==> src/rtl/bcc_pkg.sv <==
// ----------------------------------------------------------------------------
// bcc_pkg
// Shared types and constants of the button click classifier.
// ----------------------------------------------------------------------------
`default_nettype none

package bcc_pkg;

  localparam int unsigned TIME_W = 32;
  localparam int unsigned THR_W  = 16;
  localparam int unsigned CODE_W = 2;
  localparam int unsigned ADDR_W = 4;
  localparam int unsigned DATA_W = 32;

  typedef enum logic [2:0] {
    PH_REST         = 3'd0,
    PH_PRESS_WAIT   = 3'd1,
    PH_SHORT        = 3'd2,
    PH_LONG         = 3'd3,
    PH_DOUBLE_WAIT  = 3'd4,
    PH_DOUBLE       = 3'd5,
    PH_RELEASE_WAIT = 3'd6
  } phase_t;

  localparam logic [CODE_W-1:0] CODE_NONE   = 2'd0;
  localparam logic [CODE_W-1:0] CODE_SINGLE = 2'd1;
  localparam logic [CODE_W-1:0] CODE_LONG   = 2'd2;
  localparam logic [CODE_W-1:0] CODE_DOUBLE = 2'd3;

  localparam logic [1:0] REG_DEBOUNCE    = 2'd0;
  localparam logic [1:0] REG_LONG_PRESS  = 2'd1;
  localparam logic [1:0] REG_DOUBLE_GAP  = 2'd2;

  localparam logic [THR_W-1:0] DEBOUNCE_RST   = 16'd10;
  localparam logic [THR_W-1:0] LONG_PRESS_RST = 16'd1000;
  localparam logic [THR_W-1:0] DOUBLE_GAP_RST = 16'd300;

  typedef struct packed {
    logic [THR_W-1:0] debounce_ms;
    logic [THR_W-1:0] long_press_ms;
    logic [THR_W-1:0] double_gap_ms;
  } cfg_t;

  typedef struct packed {
    phase_t            phase;
    logic [CODE_W-1:0] held;
    logic [CODE_W-1:0] held_next;
  } stat_t;

endpackage

`default_nettype wire

==> src/rtl/bcc_core.sv <==
// ----------------------------------------------------------------------------
// bcc_core
// Debounce and classification state machine; advances one step per item.
// ----------------------------------------------------------------------------
`default_nettype none

module bcc_core (
  input  wire logic                          clk,
  input  wire logic                          rst,
  input  wire logic                          step,
  input  wire logic                          pin_level,
  input  wire logic [bcc_pkg::TIME_W-1:0]    now_ms,
  input  wire bcc_pkg::cfg_t                 cfg,
  output bcc_pkg::stat_t                     stat
);

  bcc_pkg::phase_t                  phase;
  bcc_pkg::phase_t                  phase_next;
  logic [bcc_pkg::TIME_W-1:0]       change_time;
  logic [bcc_pkg::TIME_W-1:0]       change_time_next;
  logic [bcc_pkg::TIME_W-1:0]       press_start_time;
  logic [bcc_pkg::TIME_W-1:0]       press_start_time_next;
  logic [bcc_pkg::CODE_W-1:0]       held_code;
  logic [bcc_pkg::CODE_W-1:0]       held_code_next;

  logic                             pressed;
  logic [bcc_pkg::TIME_W-1:0]       since_change;
  logic [bcc_pkg::TIME_W-1:0]       since_press;
  logic                             debounce_done;
  logic                             long_done;
  logic                             gap_done;

  assign pressed       = ~pin_level;
  assign since_change  = now_ms - change_time;
  assign since_press   = now_ms - press_start_time;
  assign debounce_done = since_change >= {16'd0, cfg.debounce_ms};
  assign gap_done      = since_change >= {16'd0, cfg.double_gap_ms};
  assign long_done     = since_press  >= {16'd0, cfg.long_press_ms};

  always_ff @(posedge clk) begin
    if (rst) begin
      phase            <= bcc_pkg::PH_REST;
      change_time      <= '0;
      press_start_time <= '0;
      held_code        <= bcc_pkg::CODE_NONE;
    end else if (step) begin
      phase            <= phase_next;
      change_time      <= change_time_next;
      press_start_time <= press_start_time_next;
      held_code        <= held_code_next;
    end
  end

  always_comb begin
    phase_next            = phase;
    change_time_next      = change_time;
    press_start_time_next = press_start_time;
    held_code_next        = held_code;
    case (phase)
      bcc_pkg::PH_PRESS_WAIT: begin
        if (pressed) begin
          if (debounce_done) begin
            phase_next            = bcc_pkg::PH_SHORT;
            press_start_time_next = now_ms;
          end
        end else begin
          phase_next       = bcc_pkg::PH_REST;
          change_time_next = now_ms;
        end
      end
      bcc_pkg::PH_SHORT: begin
        if (pressed) begin
          if (long_done) begin
            phase_next     = bcc_pkg::PH_LONG;
            held_code_next = bcc_pkg::CODE_LONG;
          end
        end else begin
          phase_next       = bcc_pkg::PH_DOUBLE_WAIT;
          change_time_next = now_ms;
        end
      end
      bcc_pkg::PH_LONG, bcc_pkg::PH_DOUBLE: begin
        if (!pressed) begin
          phase_next       = bcc_pkg::PH_RELEASE_WAIT;
          change_time_next = now_ms;
        end
      end
      bcc_pkg::PH_DOUBLE_WAIT: begin
        if (pressed) begin
          if (debounce_done) begin
            phase_next       = bcc_pkg::PH_DOUBLE;
            change_time_next = now_ms;
            held_code_next   = bcc_pkg::CODE_DOUBLE;
          end
        end else if (gap_done) begin
          phase_next     = bcc_pkg::PH_RELEASE_WAIT;
          held_code_next = bcc_pkg::CODE_SINGLE;
        end
      end
      bcc_pkg::PH_RELEASE_WAIT: begin
        if (pressed) begin
          if (held_code == bcc_pkg::CODE_LONG) begin
            phase_next = bcc_pkg::PH_LONG;
          end else if (held_code == bcc_pkg::CODE_DOUBLE) begin
            phase_next = bcc_pkg::PH_DOUBLE;
          end
          change_time_next = now_ms;
        end else if (debounce_done) begin
          phase_next     = bcc_pkg::PH_REST;
          held_code_next = bcc_pkg::CODE_NONE;
        end
      end
      default: begin
        phase_next = bcc_pkg::PH_REST;
        if (pressed) begin
          phase_next       = bcc_pkg::PH_PRESS_WAIT;
          change_time_next = now_ms;
        end
      end
    endcase
  end

  assign stat.phase     = phase;
  assign stat.held      = held_code;
  assign stat.held_next = held_code_next;

endmodule

`default_nettype wire

==> src/rtl/button_click_classifier_unit.sv <==
// ----------------------------------------------------------------------------
// button_click_classifier_unit
// Debounces an active-low button sampled by timestamped polls and reports
// single click, long press and double click codes.
// ----------------------------------------------------------------------------
// Each accepted item is one poll and yields exactly one result item, the
// held click code after that poll, from an output register the next cycle.
// One item is accepted every cycle; the state update (a 32-bit timestamp
// subtract and compare plus the phase logic) completes in the accept cycle,
// and input ready drops only while the output register holds an item that
// has not been taken. Thresholds are written through the APB port at byte
// addresses 0x0 (debounce), 0x4 (long press) and 0x8 (double gap).
`default_nettype none

module button_click_classifier_unit (
  input  wire logic                               clk,
  input  wire logic                               rst,
  input  wire logic                               psel,
  input  wire logic                               penable,
  input  wire logic                               pwrite,
  input  wire logic [bcc_pkg::ADDR_W-1:0]         paddr,
  input  wire logic [bcc_pkg::DATA_W-1:0]         pwdata,
  output logic      [bcc_pkg::DATA_W-1:0]         prdata,
  output logic                                    pready,
  input  wire logic                               in_valid,
  output logic                                    in_ready,
  input  wire logic                               pin_level,
  input  wire logic [bcc_pkg::TIME_W-1:0]         now_ms,
  output logic                                    out_valid,
  input  wire logic                               out_ready,
  output logic      [bcc_pkg::CODE_W-1:0]         click_kind
);

  bcc_pkg::cfg_t  cfg;
  bcc_pkg::stat_t stat;
  logic           wr_en;
  logic [1:0]     reg_idx;
  logic           accept;

  assign pready  = 1'b1;
  assign reg_idx = paddr[bcc_pkg::ADDR_W-1:2];
  assign wr_en   = psel & penable & pwrite;

  always_ff @(posedge clk) begin
    if (rst) begin
      cfg.debounce_ms   <= bcc_pkg::DEBOUNCE_RST;
      cfg.long_press_ms <= bcc_pkg::LONG_PRESS_RST;
      cfg.double_gap_ms <= bcc_pkg::DOUBLE_GAP_RST;
    end else if (wr_en) begin
      case (reg_idx)
        bcc_pkg::REG_DEBOUNCE:   cfg.debounce_ms   <= pwdata[bcc_pkg::THR_W-1:0];
        bcc_pkg::REG_LONG_PRESS: cfg.long_press_ms <= pwdata[bcc_pkg::THR_W-1:0];
        bcc_pkg::REG_DOUBLE_GAP: cfg.double_gap_ms <= pwdata[bcc_pkg::THR_W-1:0];
        default: ;
      endcase
    end
  end

  always_comb begin
    case (reg_idx)
      bcc_pkg::REG_DEBOUNCE:   prdata = {16'd0, cfg.debounce_ms};
      bcc_pkg::REG_LONG_PRESS: prdata = {16'd0, cfg.long_press_ms};
      bcc_pkg::REG_DOUBLE_GAP: prdata = {16'd0, cfg.double_gap_ms};
      default:                 prdata = '0;
    endcase
  end

  assign in_ready = ~out_valid | out_ready;
  assign accept   = in_valid & in_ready;

  bcc_core u_core (
    .clk       (clk),
    .rst       (rst),
    .step      (accept),
    .pin_level (pin_level),
    .now_ms    (now_ms),
    .cfg       (cfg),
    .stat      (stat)
  );

  always_ff @(posedge clk) begin
    if (rst) begin
      out_valid <= 1'b0;
    end else if (in_ready) begin
      out_valid <= in_valid;
    end
  end

  always_ff @(posedge clk) begin
    if (accept) begin
      click_kind <= stat.held_next;
    end
  end

`ifndef NO_ASSERTIONS
  a_accept_gives_result: assert property (@(posedge clk) disable iff (rst)
    accept |=> out_valid && click_kind == $past(stat.held_next))
    else $error("accepted item did not reach the output register");

  a_long_code: assert property (@(posedge clk) disable iff (rst)
    stat.phase == bcc_pkg::PH_LONG |-> stat.held == bcc_pkg::CODE_LONG)
    else $error("long phase without long press code");

  a_double_code: assert property (@(posedge clk) disable iff (rst)
    stat.phase == bcc_pkg::PH_DOUBLE |-> stat.held == bcc_pkg::CODE_DOUBLE)
    else $error("double phase without double click code");

  a_idle_code: assert property (@(posedge clk) disable iff (rst)
    (stat.phase == bcc_pkg::PH_REST || stat.phase == bcc_pkg::PH_PRESS_WAIT ||
     stat.phase == bcc_pkg::PH_SHORT || stat.phase == bcc_pkg::PH_DOUBLE_WAIT)
    |-> stat.held == bcc_pkg::CODE_NONE)
    else $error("code held outside a reporting phase");
`endif

endmodule

`default_nettype wire

==> config.mk <==
export PLATFORM = sky130hd
export DESIGN_NAME = button_click_classifier_unit
export DESIGN_NICKNAME = d
export VERILOG_FILES = /design/src/rtl/bcc_pkg.sv /design/src/rtl/bcc_core.sv /design/src/rtl/button_click_classifier_unit.sv
export SDC_FILE = /design/constraint.sdc
export NUM_CORES = 1
export LEC_CHECK = 0
export BUFFER_PORTS_ARGS = -buffer_cell sky130_fd_sc_hd__clkbuf_2
export CAP_MARGIN = 20
export CORE_MARGIN = 3
export CORE_UTILIZATION = 38
export DETAILED_ROUTE_END_ITERATION = 6
export GPL_TIMING_DRIVEN = 0
export SLEW_MARGIN = 20
export SYNTH_ARGS = -nofsm -noshare
export SYNTH_HDL_FRONTEND = slang
export SYNTH_SLANG_ARGS = --single-unit
==> constraint.sdc <==
create_clock -name clk -period 5.6 [get_ports clk]
set_input_delay 0.56 -clock clk [delete_from_list [all_inputs] [get_ports clk]]
set_output_delay 0.56 -clock clk [all_outputs]
set_load 0.02 [all_outputs]
# [After elaboration in Yosys (flattened, before gate mapping)]
# Index checks and enable logic that the tools add are counted.
[totals] regBits=120 output_inout_bits=37 elab_cells=78 inputBits=76
[classes] n_eq_ne=21 bitwise_logic=6 n_mux=28 n_addsub=2 order_cmp=3 reduce_logical=9
[op_table] operator="32-bit 2-to-1 mux" count=4
[op_table] operator="32-bit by 16-bit >= comparator with 1-bit output" count=3
[op_table] operator="32-bit case mux with 2 select lines" count=1
[op_table] operator="32-bit subtractor" count=2
[op_table] operator="16-bit case mux with 3 select lines" count=1
[op_table] operator="3-bit 2-to-1 mux" count=12
[op_table] operator="3-bit by 2-bit != test with 1-bit output (second input constant)" count=5
[op_table] operator="3-bit case mux with 5 select lines" count=1
[op_table] operator="2-bit 2-to-1 mux" count=7
[op_table] operator="3-bit equality test (second input constant)" count=3
[op_table] operator="8-bit AND reduction" count=1
[op_table] operator="2-bit equality test (second input constant)" count=3
[op_table] operator="3-bit by 2-bit equality test with 1-bit output (second input constant)" count=2
[op_table] operator="2-bit != test (second input constant)" count=3
[op_table] operator="2-bit case mux with 3 select lines" count=1
[op_table] operator="2-bit AND reduction" count=3
[op_table] operator="5-bit AND reduction" count=1
[op_table] operator="2-bit by 1-bit != test with 1-bit output (second input constant)" count=2
[op_table] operator="4-bit by 2-bit != test with 1-bit output (second input constant)" count=1
[op_table] operator="4-bit AND reduction" count=1
[op_table] operator="4-bit OR reduction" count=1
[op_table] operator="1-bit AND" count=3
[op_table] operator="3-bit by 1-bit equality test with 1-bit output (second input constant)" count=1
[op_table] operator="2-bit by 1-bit equality test with 1-bit output (second input constant)" count=1
[op_table] operator="5 further kinds" count=6

# [Longest topological paths before layout]
# Gate-level depths: netlist of the first run.
[depth] depth_word=5 ltp_mapped=24 ltp_nobuf=23

# [Cells and area by module]
# A second synthesis of the first run with hierarchy kept.
[hier_totals] hier_cells=1323 area_unflattened_um2=10664.0
[by_module_without_submodules] module="bcc_core" area_per_inst_um2=8120.3 cells_each=1056 n_inst=1 seq_area_each_um2=1381.3
[by_module_without_submodules] module="button_click_classifier_unit" area_per_inst_um2=2543.7 cells_each=267 n_inst=1 seq_area_each_um2=1041.0

# [Worst setup path before layout of the first run]
# OpenSTA, ideal clock, no wires.
[synth_timing] path_type="input to register" start="in now_ms[1] (netlist bit)" end="reg u_core.change_time[2] (netlist bit)" t_arrival_ns=4.453 setup_time_ns=0.128 n_path_buf=1 t_required_ns=5.472 path_stages=23 setup_slack_ns=1.020 path_cell_list="ha_1 nor2b_1 o2111a_1 or2_2 and2_1 o21ai_0 nand2b_1 a21oi_1 o21bai_1 xor2_1 ha_1 a21o_1 a21o_1 a21oi_1 o21ai_0 a21oi_1 o21ai_0 nor3_1 nand4_4 o211ai_4 buf_6 mux2i_1 nor2_1"
[synth_between] elab_chain_len=4
[synth_lines] item="from (decl)" line_no="button_click_classifier_unit.sv:28" source="input wire logic [bcc_pkg::TIME_W-1:0] now_ms,"
[synth_lines] item="32-bit subtractor" line_no="bcc_core.sv:34" source="assign since_change = now_ms - change_time;"
[synth_lines] item="32-bit by 16-bit >= comparator with 1-bit output" line_no="bcc_core.sv:36" source="assign debounce_done = since_change >= {16'd0, cfg.debounce_ms};"
[synth_lines] item="2-bit by 1-bit != test with 1-bit output (no line)"
[synth_lines] item="5-bit AND reduction (no line)"
[synth_lines] item="to (signal assigned)" line_no="bcc_core.sv:48" source="change_time <= change_time_next;"
[synth_lines] item="to (decl)" line_no="bcc_core.sv:19" source="logic [bcc_pkg::TIME_W-1:0] change_time;"
# No other way between the ends.
# A chain may end at the register's enable or synchronous reset.

# [Worst setup path in the final report of the first run]
[layout_timing] start="reg u_core.change_time[1] (netlist bit)" end="reg u_core.change_time[31] (netlist bit)"
[layout_between] elab_chain_len=4
[layout_lines] item="32-bit subtractor" line_no="bcc_core.sv:34"
[layout_lines] item="32-bit by 16-bit >= comparator with 1-bit output" line_no="bcc_core.sv:36"
[layout_lines] item="2-bit by 1-bit != test with 1-bit output (no line)"
[layout_lines] item="5-bit AND reduction (no line)"
# No other way between the ends.

==> results_dict.tcl, run 1 <==
set metrics [dict create \
    outcome "finished, final reports clean" \
    ctsLongestPathBuffers 2 \
    drt-total-wl_mm 31.2 \
    antenna_found_initial 0 \
    yosysMostFrequentCell "nand2_1" \
    final_antenna_net_count 0 \
    p_leak_uw 0.00516 \
    r2r-end "u_core.change_time[31]$_SDFFE_PP0P_" \
    synthTopCellsByCount "nand2_1, inv_1, nor2_1, a21oi_1, dfxtp_1" \
    initial_core_util_pct 39.3 \
    cts.sinks 120 \
    synth_top_cell_area_share_pct 22.7 \
    cts_setup_buffers 0 \
    start_kind "flop" \
    overflow 0 \
    clkTransAtPathRegs_ns 0.07 \
    wl_per_cell_microns 16.9 \
    worst-path-stages 24 \
    seqCellArea_sq_um 2420 \
    yosysUniqueCellTypes 80 \
    cts_tree "built" \
    fin_crit_sh_pct 94.3 \
    synth_ff_type "dfxtp_1" \
    reg2regPathDepth 24 \
    hpwlAfterDp_mm 25.0 \
    hold_class "input pin to flop" \
    synth_area_leaders "dfxtp_1, ha_1, mux2i_1, nand2_1, a21oi_1" \
    cts.htree.levels 4 \
    hold_depth 3 \
    clkLatencyLatePin_ns 0.43 \
    drc 0 \
    yosys_warnings 0 \
    cp_cell_sequence "inv_1 -> ha_1 -> nor2b_1 -> o2111a_1 -> or2_2 -> and2_1 -> o21ai_0 -> nand2b_1 -> a21oi_1 -> o21bai_1 -> xor2_1 -> ha_1 -> a21o_1 -> a21o_1 -> a21oi_1 -> o21ai_0 -> a21oi_1 -> o21ai_0 -> nor3_2 -> nand4_4 -> o211ai_4 -> buf_6 -> mux2i_1 -> nor2_1" \
    stdcell_count 1846 \
    synthCells 1389 \
    p_total_uw 2960 \
    dr.pass1.iters 5 \
    gp_congestion 0.915 \
    grt_first_pass_wirelength_mm 49.7 \
    grt_pass1_vias 9564 \
    yosys_register_bits 120 \
    area_delta_synth_final_pct 14.5 \
    finalSetupViolations 0 \
    powerDensity_nw_per_um2 248 \
    cp.arrival_ns 5.57 \
    fin_setup_tns_ns 0 \
    hp-start "in_valid" \
    placed_cells 1815 \
    detailedRoute.firstIterationViolations 829 \
    fp.dieW_microns 172 \
    worstPathMaxFanout 10 \
    die-height_microns 172 \
    r2r_start "u_core.change_time[1]$_SDFFE_PP0P_" \
    hold_buffers 0 \
    drive_gt1_share_pct 11.1 \
    ioPinCount 113 \
    fillCellCount 2715 \
    synth_top_area_cell "dfxtp_1" \
    cap_violations 0 \
    synth_edf_count 2 \
    cp.required_ns 5.89 \
    r2r_slack_ns 0.32 \
    dr_total_vias 10200 \
    die_area_sq_um 29400 \
    grt_max_degree 17 \
    nets 1686 \
    fmax_ghz 0.189 \
    crit_family "compound AO/OA/AOI/OAI gates" \
    final_util_pct 45.0 \
    numPortBuffers 76 \
    whs_endpoint "out_valid$_SDFFE_PP0N_" \
    relSlewSlack_pct 44.5 \
    postSynthAreaPerCell_sq_um 7.50 \
    core_area_sq_um 26500 \
    synth_area_sq_um 10400 \
    end_kind "flop" \
    synthArstFlopShare_pct 0 \
    preCtsSetupSlack_ns -0.555 \
    min_period_ns 5.28 \
    multi_input_area_sq_um 7180 \
    fin_ws_ns 0.322 \
    slew_violations 0 \
    crit_slowest_cell "dfxtp_1" \
    grt_use_total_pct 21.2 \
    finalHoldViolCount 0 \
    num_rows 59 \
    worst_slew_pin_slew_ns 0.811 \
    cts_root_buffer "clkbuf_16" \
    cts_made_buffers 17 \
    critPathMaxStageDelay_ns 0.38 \
    diodes 0 \
    path_buf_inv 2 \
    fin_skew_ns 0.0144 \
    rsz0062_at_grt "no" \
    peakVddDrop_uv 165 \
    ys_seq_area_share_pct 23.3 \
    viasPerCell 5.51 \
    path_class "flop to flop" \
]
[cell type report]
type | count | share of cell area, %
Tap cell | 335 | 3.51
Multi-Input combinational cell | 1071 | 60.2
Clock buffer | 17 | 3.57
Buffer | 83 | 3.54
Inverter | 129 | 4.06
Sequential cell | 120 | 20.3
Clock inverter | 15 | 1.59
Timing Repair Buffer | 76 | 3.19
[cells by family (layout without fill, tap and decap cells)]
family | Yosys count | in the layout | synth area share, %
multiplexers | 88 | 88 | 8.48
adder cells (fa/ha/maj) | 112 | 112 | 13.6
buffers and inverters | 213 | 320 | 8.73
XOR/XNOR | 35 | 35 | 2.94
flip-flops | 120 | 120 | 23.3
AND/OR/NAND/NOR | 453 | 453 | 19.8
AO/OA/AOI/OAI | 366 | 366 | 23.1
other | 2 | 17 | 0.0721
[layer usage]
metal / share of wire, % / GRT usage (%)
met3: 4.5 / 2.30
met1: 48 / 29.6
met5: 0 / 0
met4: 1.2 / 5.42
met2: 46 / 35.1
[how the worst max path moves through the flow]
stage / startpoint / to / slack [ns]
2_1_floorplan: now_ms[1] / u_core.change_time[2]$_SDFFE_PP0P_ / 1.02
3_5_place_dp: now_ms[9] / u_core.phase[1]$_SDFFE_PP0P_ / -0.55
6_report: u_core.change_time[1]$_SDFFE_PP0P_ / u_core.change_time[31]$_SDFFE_PP0P_ / 0.32
5_1_grt: u_core.change_time[1]$_SDFFE_PP0P_ / u_core.change_time[29]$_SDFFE_PP0P_ / 0.01
3_3_place_gp: now_ms[1] / u_core.phase[1]$_SDFFE_PP0P_ / -0.50
4_1_cts: u_core.press_start_time[9]$_SDFFE_PP0P_ / u_core.phase[1]$_SDFFE_PP0P_ / 0.09
[where the power goes]
part	internal [uW]	switching [uW]	leakage [uW]	total, uW
clock	710	464	0.000293	1170
sequential	883	13.7	0.000977	897
combinational	342	549	0.00389	891
[worst reg2reg max path: cells and delay by family, from the launching register on]
family / cells / cell delay, ns
AO/OA/AOI/OAI: 11 / 2.28
XOR/XNOR: 1 / 0.23
adder cells (fa/ha/maj): 2 / 0.55
buffers and inverters: 2 / 0.30
flip-flops: 1 / 0.38
multiplexers: 1 / 0.22
AND/OR/NAND/NOR: 7 / 1.19
[cell usage in the layout, fill, tap and decap left out, drive strengths merged, types with 23 or more instances in the layout]
cell type  synthesis  layout
o211ai            23      23
dfxtp            118     118
a21oi            119     119
clkbuf            48     140
buf               36      36
inv              129     135
nor3              31      31
ha               110     110
mux2i             86      86
a21o              31      31
o21ai             72      72
nor2             121     121
nand4             33      33
nand3             28      28
nand2            176     176
[per-stage QoR]
stage          hold slack [ns]  area, sq um
2_1_floorplan            0.449        10500
3_3_place_gp             0.458        11300
3_5_place_dp             0.462        11300
4_1_cts                  0.350        11900
5_1_grt                  0.358        11900
6_report                 0.360        11900
[state kept, by name, summed over array words and instances (netlist names)]
name	count
u_core.phase	3
u_core.held_code	2
cfg	48
click_kind	2
u_core.press_start_time	32
u_core.change_time	32
out_valid	1
[what timing repair did]
action / in CTS / in global routing
pin swaps: 0 / 1
gates resized for setup: 2 / 4
setup endpoints to repair: 7 / 60
(Power assumes the default switching activity.)
==> run 2: changes to the inputs <==
--- a/config.mk
+++ b/config.mk
@@ -11,6 +11,7 @@
 export CORE_UTILIZATION = 38
 export DETAILED_ROUTE_END_ITERATION = 6
 export GPL_TIMING_DRIVEN = 0
+export RECOVER_POWER = 25
 export SLEW_MARGIN = 20
 export SYNTH_ARGS = -nofsm -noshare
 export SYNTH_HDL_FRONTEND = slang
==> run 2 against run 1 <==
- clock skew decreased by 0.00079 ns
- register-to-register slack about the same
- sequential power about the same
- critical path type unchanged
- first-iteration DRC count rose by 2.7%
- design area is 0.10% lower
- highest routed layer unchanged
==> results_dict.tcl, run 2 (synthesis gave the netlist of run 1 again) <==
set metrics [dict create \
    peakVddDrop_uv 165 \
    start_kind "flop" \
    hold_class "input pin to flop" \
    largest-register "cfg" \
    drc 0 \
    antenna_found_initial 0 \
    reg_top3 "cfg (48), u_core.change_time (32), u_core.press_start_time (32)" \
    cp.arrival_ns 5.56 \
    outcome "finished, final reports clean" \
    clkLatencyLatePin_ns 0.43 \
    worst_slew_pin_slew_ns 1.16 \
    worstPathMaxFanout 10 \
    final_util_pct 45.0 \
    preCtsSetupSlack_ns -0.555 \
    fillCellCount 2720 \
    r2r_start "u_core.change_time[1]$_SDFFE_PP0P_" \
    placed_cells 1815 \
    stdcell_count 1846 \
    detailedRoute.firstIterationViolations 851 \
    core_area_sq_um 26500 \
    final_antenna_net_count 0 \
    relSlewSlack_pct 22.0 \
    largest_register_ffs 48 \
    fmax_ghz 0.190 \
    hold_buffers 0 \
    grt_pass1_vias 9564 \
    cp.required_ns 5.89 \
    rsz0062_at_grt "no" \
    gp_congestion 0.915 \
    die-height_microns 172 \
    grt_first_pass_wirelength_mm 49.7 \
    viasPerCell 5.52 \
    num_rows 59 \
    mostFrequentLayoutCell "nand2_1" \
    drt-total-wl_mm 31.3 \
    end_kind "flop" \
    min_period_ns 5.27 \
    hp-start "in_valid" \
    cts_made_buffers 17 \
    cts_root_buffer "clkbuf_16" \
    cap_violations 0 \
    p_leak_uw 0.00514 \
    nets 1686 \
    fin_ws_ns 0.326 \
    cts_tree "built" \
    cts.sinks 120 \
    fin_crit_sh_pct 94.2 \
    grt_use_total_pct 21.2 \
    wl_per_cell_microns 16.9 \
    path_class "flop to flop" \
    initial_core_util_pct 39.3 \
    diodes 0 \
    layout_common_cells "nand2_1, inv_1, nor2_1" \
    powerDensity_nw_per_um2 248 \
    finalHoldViolCount 0 \
    slew_violations 0 \
    ioPinCount 113 \
    dr.pass1.iters 5 \
    area_delta_synth_final_pct 14.4 \
    fp.dieW_microns 172 \
    hpwlAfterDp_mm 25.0 \
    grt_max_degree 17 \
    clkTransAtPathRegs_ns 0.07 \
    finalSetupViolations 0 \
    overflow 0 \
    dr_total_vias 10200 \
    numPortBuffers 76 \
    drive_gt1_share_pct 10.6 \
    r2r_slack_ns 0.33 \
    cts.htree.levels 4 \
    fin_skew_ns 0.0136 \
    startpoint "u_core.change_time[1]$_SDFFE_PP0P_" \
    die_area_sq_um 29400 \
    ctsLongestPathBuffers 2 \
]
[run 2: path summary, 6_finish.rpt]
kind	endpoint	depth (start not counted)
hold reg to reg	cfg[43]$_SDFFE_PP0P_	2
hold / removal	out_valid$_SDFFE_PP0N_	3
setup / recovery	u_core.change_time[31]$_SDFFE_PP0P_	24
setup reg to reg	u_core.change_time[31]$_SDFFE_PP0P_	24
[run 2: routing by layer]
| metal | track usage (%) | wire (microns) | vias to the layer above |
|---|---|---|---|
| li1 | - | - | 5115 |
| met1 | 29.6 | 15100 | 4775 |
| met2 | 35.1 | 14400 | 255 |
| met3 | 2.30 | 1360 | 37 |
| met4 | 5.42 | 427 | 0 |
| met5 | 0 | 0 | - |
[run 2: critical path: stages (launching register included)]
cell      delay (ns)
dfxtp_1         0.38
inv_1           0.06
ha_1            0.26
nor2b_1         0.16
o2111a_1        0.28
or2_2           0.29
and2_1          0.18
o21ai_0         0.15
nand2b_1        0.11
a21oi_1         0.17
o21bai_1        0.09
xor2_1          0.23
ha_1            0.29
a21o_1          0.18
a21o_1          0.16
a21oi_1         0.20
o21ai_0         0.13
a21oi_1         0.29
o21ai_0         0.24
nor3_2          0.22
nand4_4         0.18
o211ai_4        0.36
buf_6           0.24
mux2i_1         0.21
nor2_1          0.05
[run 2: final cells by class]
| cell class | count | area (sq um) | share of cell area [%] |
|---|---|---|---|
| timing repair buffer | 76 | 373 | 3.13 |
| clock inverter | 15 | 190 | 1.60 |
| clock buffer | 17 | 425 | 3.57 |
| multi-input combinational | 1071 | 7180 | 60.3 |
| inverter | 129 | 484 | 4.06 |
| tap | 335 | 419 | 3.52 |
| buffer | 83 | 422 | 3.54 |
| sequential | 120 | 2420 | 20.3 |
[run 2: what timing repair did]
action,4_1_cts,5_1_grt
setup buffers,0,0
gates resized for setup,2,4
endpoints found under the setup margin,7,60
pin swaps,0,1
[run 2: power by group]
part | internal [uW] | switching, uW | total, uW
Sequential | 883 | 13.7 | 897
Combinational | 341 | 548 | 890
Clock | 710 | 463 | 1170
Total | 1930 | 1020 | 2960
[run 2: per-stage QoR]
step           hold WS, ns  instance area, sq um  total power, uW  setup TNS, ns
2_1_floorplan        0.449                 10500             1550              0
3_3_place_gp         0.458                 11300             1770          -4.83
3_5_place_dp         0.462                 11300             1780          -7.20
4_1_cts              0.350                 11900             2970              0
5_1_grt              0.358                 11900             3120              0
6_report             0.360                 11900             2960              0
==> run 3: changes to the inputs <==
--- a/config.mk
+++ b/config.mk
@@ -5,12 +5,16 @@
 export SDC_FILE = /design/constraint.sdc
 export NUM_CORES = 1
 export LEC_CHECK = 0
+export ABC_AREA = 1
 export BUFFER_PORTS_ARGS = -buffer_cell sky130_fd_sc_hd__clkbuf_2
 export CAP_MARGIN = 20
+export CELL_PAD_IN_SITES_DETAIL_PLACEMENT = 1
+export CELL_PAD_IN_SITES_GLOBAL_PLACEMENT = 2
 export CORE_MARGIN = 3
-export CORE_UTILIZATION = 38
+export CORE_UTILIZATION = 32
 export DETAILED_ROUTE_END_ITERATION = 6
 export GPL_TIMING_DRIVEN = 0
+export PLACE_DENSITY_LB_ADDON = 0.1
 export RECOVER_POWER = 25
 export SLEW_MARGIN = 20
 export SYNTH_ARGS = -nofsm -noshare
==> run 3 against run 2 <==
- sequential share of layout area fell by 1.1 points
- setup slack better by 1.0 ns
- via count increased by 11%
- worst hold slack improved by 0.048 ns
- power grew 11%
- synthesized area increased by 5.7%
- clock skew barely moved
- maximum frequency up 24%
- sequential power up 2.3%
- design area is 5.5% higher
- critical endpoint is now u_core.press_start_time[27]$_SDFFE_PP0P_
- count of clock-buffer cells in the layout increased by 3
==> results_dict.tcl, run 3 <==
set metrics [dict create \
    synth_top_cell_area_share_pct 21.5 \
    postSynthAreaPerCell_sq_um 6.10 \
    fillCellCount 4596 \
    path_common_cell "nand2_1" \
    fin_crit_sh_pct 76.1 \
    drive_gt1_share_pct 10.1 \
    yosys_register_bits 120 \
    r2r_slack_ns 1.41 \
    startpoint "now_ms[0]" \
    drt-total-wl_mm 40.6 \
    layout_common_cells "nand2_1, inv_1, nor2_1" \
    fin_skew_ns 0.0133 \
    hold_buffers 0 \
    yosysUniqueCellTypes 45 \
    outcome "finished, final reports clean" \
    initial_core_util_pct 32.7 \
    cap_violations 0 \
    nets 2102 \
    viasPerCell 4.78 \
    cp_cell_sequence "clkbuf_2 -> inv_1 -> ha_1 -> fa_1 -> inv_1 -> nand2_1 -> nand2_1 -> and2_1 -> xor2_1 -> ha_1 -> nand2_1 -> inv_1 -> nand2_1 -> nand2_1 -> nand2_1 -> nand2_1 -> nand2_1 -> nand2_1 -> a21oi_1 -> nand3_4 -> nand4_4 -> buf_2 -> o21ai_0 -> a21oi_1" \
    numPortBuffers 76 \
    num_rows 67 \
    grt_pass1_vias 11600 \
    worst_slew_pin_slew_ns 0.873 \
    end_kind "flop" \
    mostFrequentLayoutCell "nand2_1" \
    cp.arrival_ns 4.62 \
    ctsLongestPathBuffers 2 \
    antenna_found_initial 1 \
    drc 0 \
    path_class "input pin to flop" \
    cp.required_ns 5.96 \
    crit_slowest_cell "xor2_1" \
    detailedRoute.firstIterationViolations 471 \
    start_kind "input pin" \
    hold_depth 3 \
    clkTransAtPathRegs_ns 0.06 \
    area_delta_synth_final_pct 14.2 \
    die-height_microns 191 \
    stdcell_count 2375 \
    slew_violations 0 \
    dr_total_vias 11300 \
    yosys_warnings 0 \
    cts_setup_buffers 0 \
    p_total_uw 3270 \
    synth_area_leaders "dfxtp_1, nand2_1, ha_1, inv_1, a21oi_1" \
    synthCells 1804 \
    rsz0062_at_grt "no" \
    wl_per_cell_microns 17.1 \
    die_area_sq_um 36700 \
    clkLatencyLatePin_ns 0.43 \
    synth_area_sq_um 11000 \
    fp.dieW_microns 191 \
    hpwlAfterDp_mm 35.0 \
    r2r_start "u_core.change_time[0]$_SDFFE_PP0P_" \
    reg_top3 "cfg (48), u_core.change_time (32), u_core.press_start_time (32)" \
    hold_class "input pin to flop" \
    critPathMaxStageDelay_ns 0.49 \
    fmax_ghz 0.235 \
    final_antenna_net_count 0 \
    overflow 0 \
    fin_ws_ns 1.34 \
    largest-register "cfg" \
    dr.pass1.iters 4 \
    preCtsSetupSlack_ns 0.881 \
    ys_seq_area_share_pct 22.0 \
    synth_top_area_cell "dfxtp_1" \
    placed_cells 2343 \
    synthTopCellsByCount "nand2_1, inv_1, nor2_1, a21oi_1, dfxtp_1" \
    cts.sinks 120 \
    min_period_ns 4.26 \
    grt_use_total_pct 22.6 \
    cts_tree "built" \
    diodes 0 \
    relSlewSlack_pct 41.8 \
    grt_first_pass_wirelength_mm 64.4 \
    synth_ff_type "dfxtp_1" \
    reg2regPathDepth 22 \
    finalHoldViolCount 0 \
    core_area_sq_um 33700 \
    grt_max_degree 17 \
    hp-start "pwdata[0]" \
    powerDensity_nw_per_um2 260 \
    fin_setup_tns_ns 0 \
    cts_root_buffer "clkbuf_16" \
    largest_register_ffs 48 \
    synth_edf_count 2 \
    ioPinCount 113 \
    gp_congestion 0.835 \
    peakVddDrop_uv 183 \
    synthArstFlopShare_pct 0 \
    finalSetupViolations 0 \
    p_leak_uw 0.00634 \
    cts_resized 0 \
    worstPathMaxFanout 10 \
    cts_made_buffers 17 \
    cts.htree.levels 4 \
    yosysMostFrequentCell "nand2_1" \
]
[run 3: changes by cell type in the layout (fill, tap and decap cells not counted), sizes merged, moves of 21 or more]
cell    previous run  this run
nand3             28        60
a21o              31         2
nand2            176       533
mux2i             86         0
inv              135       349
clkbuf           141       120
a21oi            119       164
o21ai             72       132
nor2             121       146
[run 3: per-stage QoR]
stage               hold slack (ns)  area, sq um  utilization [%]
finish                        0.408        12600             37.3
global route                  0.411        12600             37.3
global placement              0.441        12000             35.6
CTS                           0.372        12600             37.3
detailed placement            0.452        12000             35.6
floorplan                     0.428        11100                -
[run 3: cell type report]
| cell class | instances | area, sq um | area share, % |
|---|---|---|---|
| Tap cell | 448 | 561 | 4.46 |
| Clock buffer | 20 | 457 | 3.63 |
| Clock inverter | 12 | 120 | 0.955 |
| Multi-Input combinational cell | 1297 | 7000 | 55.7 |
| Inverter | 349 | 1310 | 10.4 |
| Buffer | 53 | 329 | 2.62 |
| Timing Repair Buffer | 76 | 373 | 2.97 |
| Sequential cell | 120 | 2420 | 19.3 |
[run 3: worst max-delay path, delay by kind of cell]
family | cells | cell delay, ns
and+or+nand+nor | 12 | 1.20
xor gates and xnor gates | 1 | 0.49
buffers and inverters | 5 | 0.73
AOI/OAI and AO/OA | 3 | 0.59
adders and majority gates | 3 | 1.02
[run 3: logic make-up after synthesis]
kind of cell    Yosys count  synth area share, %
compound gates          341                 17.7
xor+xnor                 32                 2.55
fa+ha+maj               112                 12.9
buf+inv                 402                 14.9
flops                   120                 22.0
other cells               2               0.0682
simple gates            795                 29.9
[run 3: metal layers]
layer / track usage [%] / vias up / wire (microns)
met5: 0 / - / 12
met1: 30.4 / 5252 / 20200
li1: - / 5913 / -
met4: 4.97 / 2 / 660
met3: 2.92 / 32 / 1020
met2: 38.7 / 144 / 18800
[run 3: power by group]
group          switching [uW]  internal (uW)  leakage (uW)
clock                     454            638      0.000265
sequential               17.4            901      0.000981
combinational             843            417       0.00509
[run 3: path summary, 6_finish.rpt]
path | to
max | u_core.press_start_time[27]$_SDFFE_PP0P_
min | cfg[32]$_SDFFE_PP0P_
max reg2reg | u_core.press_start_time[27]$_SDFFE_PP0P_
min reg2reg | u_core.press_start_time[25]$_SDFFE_PP0P_
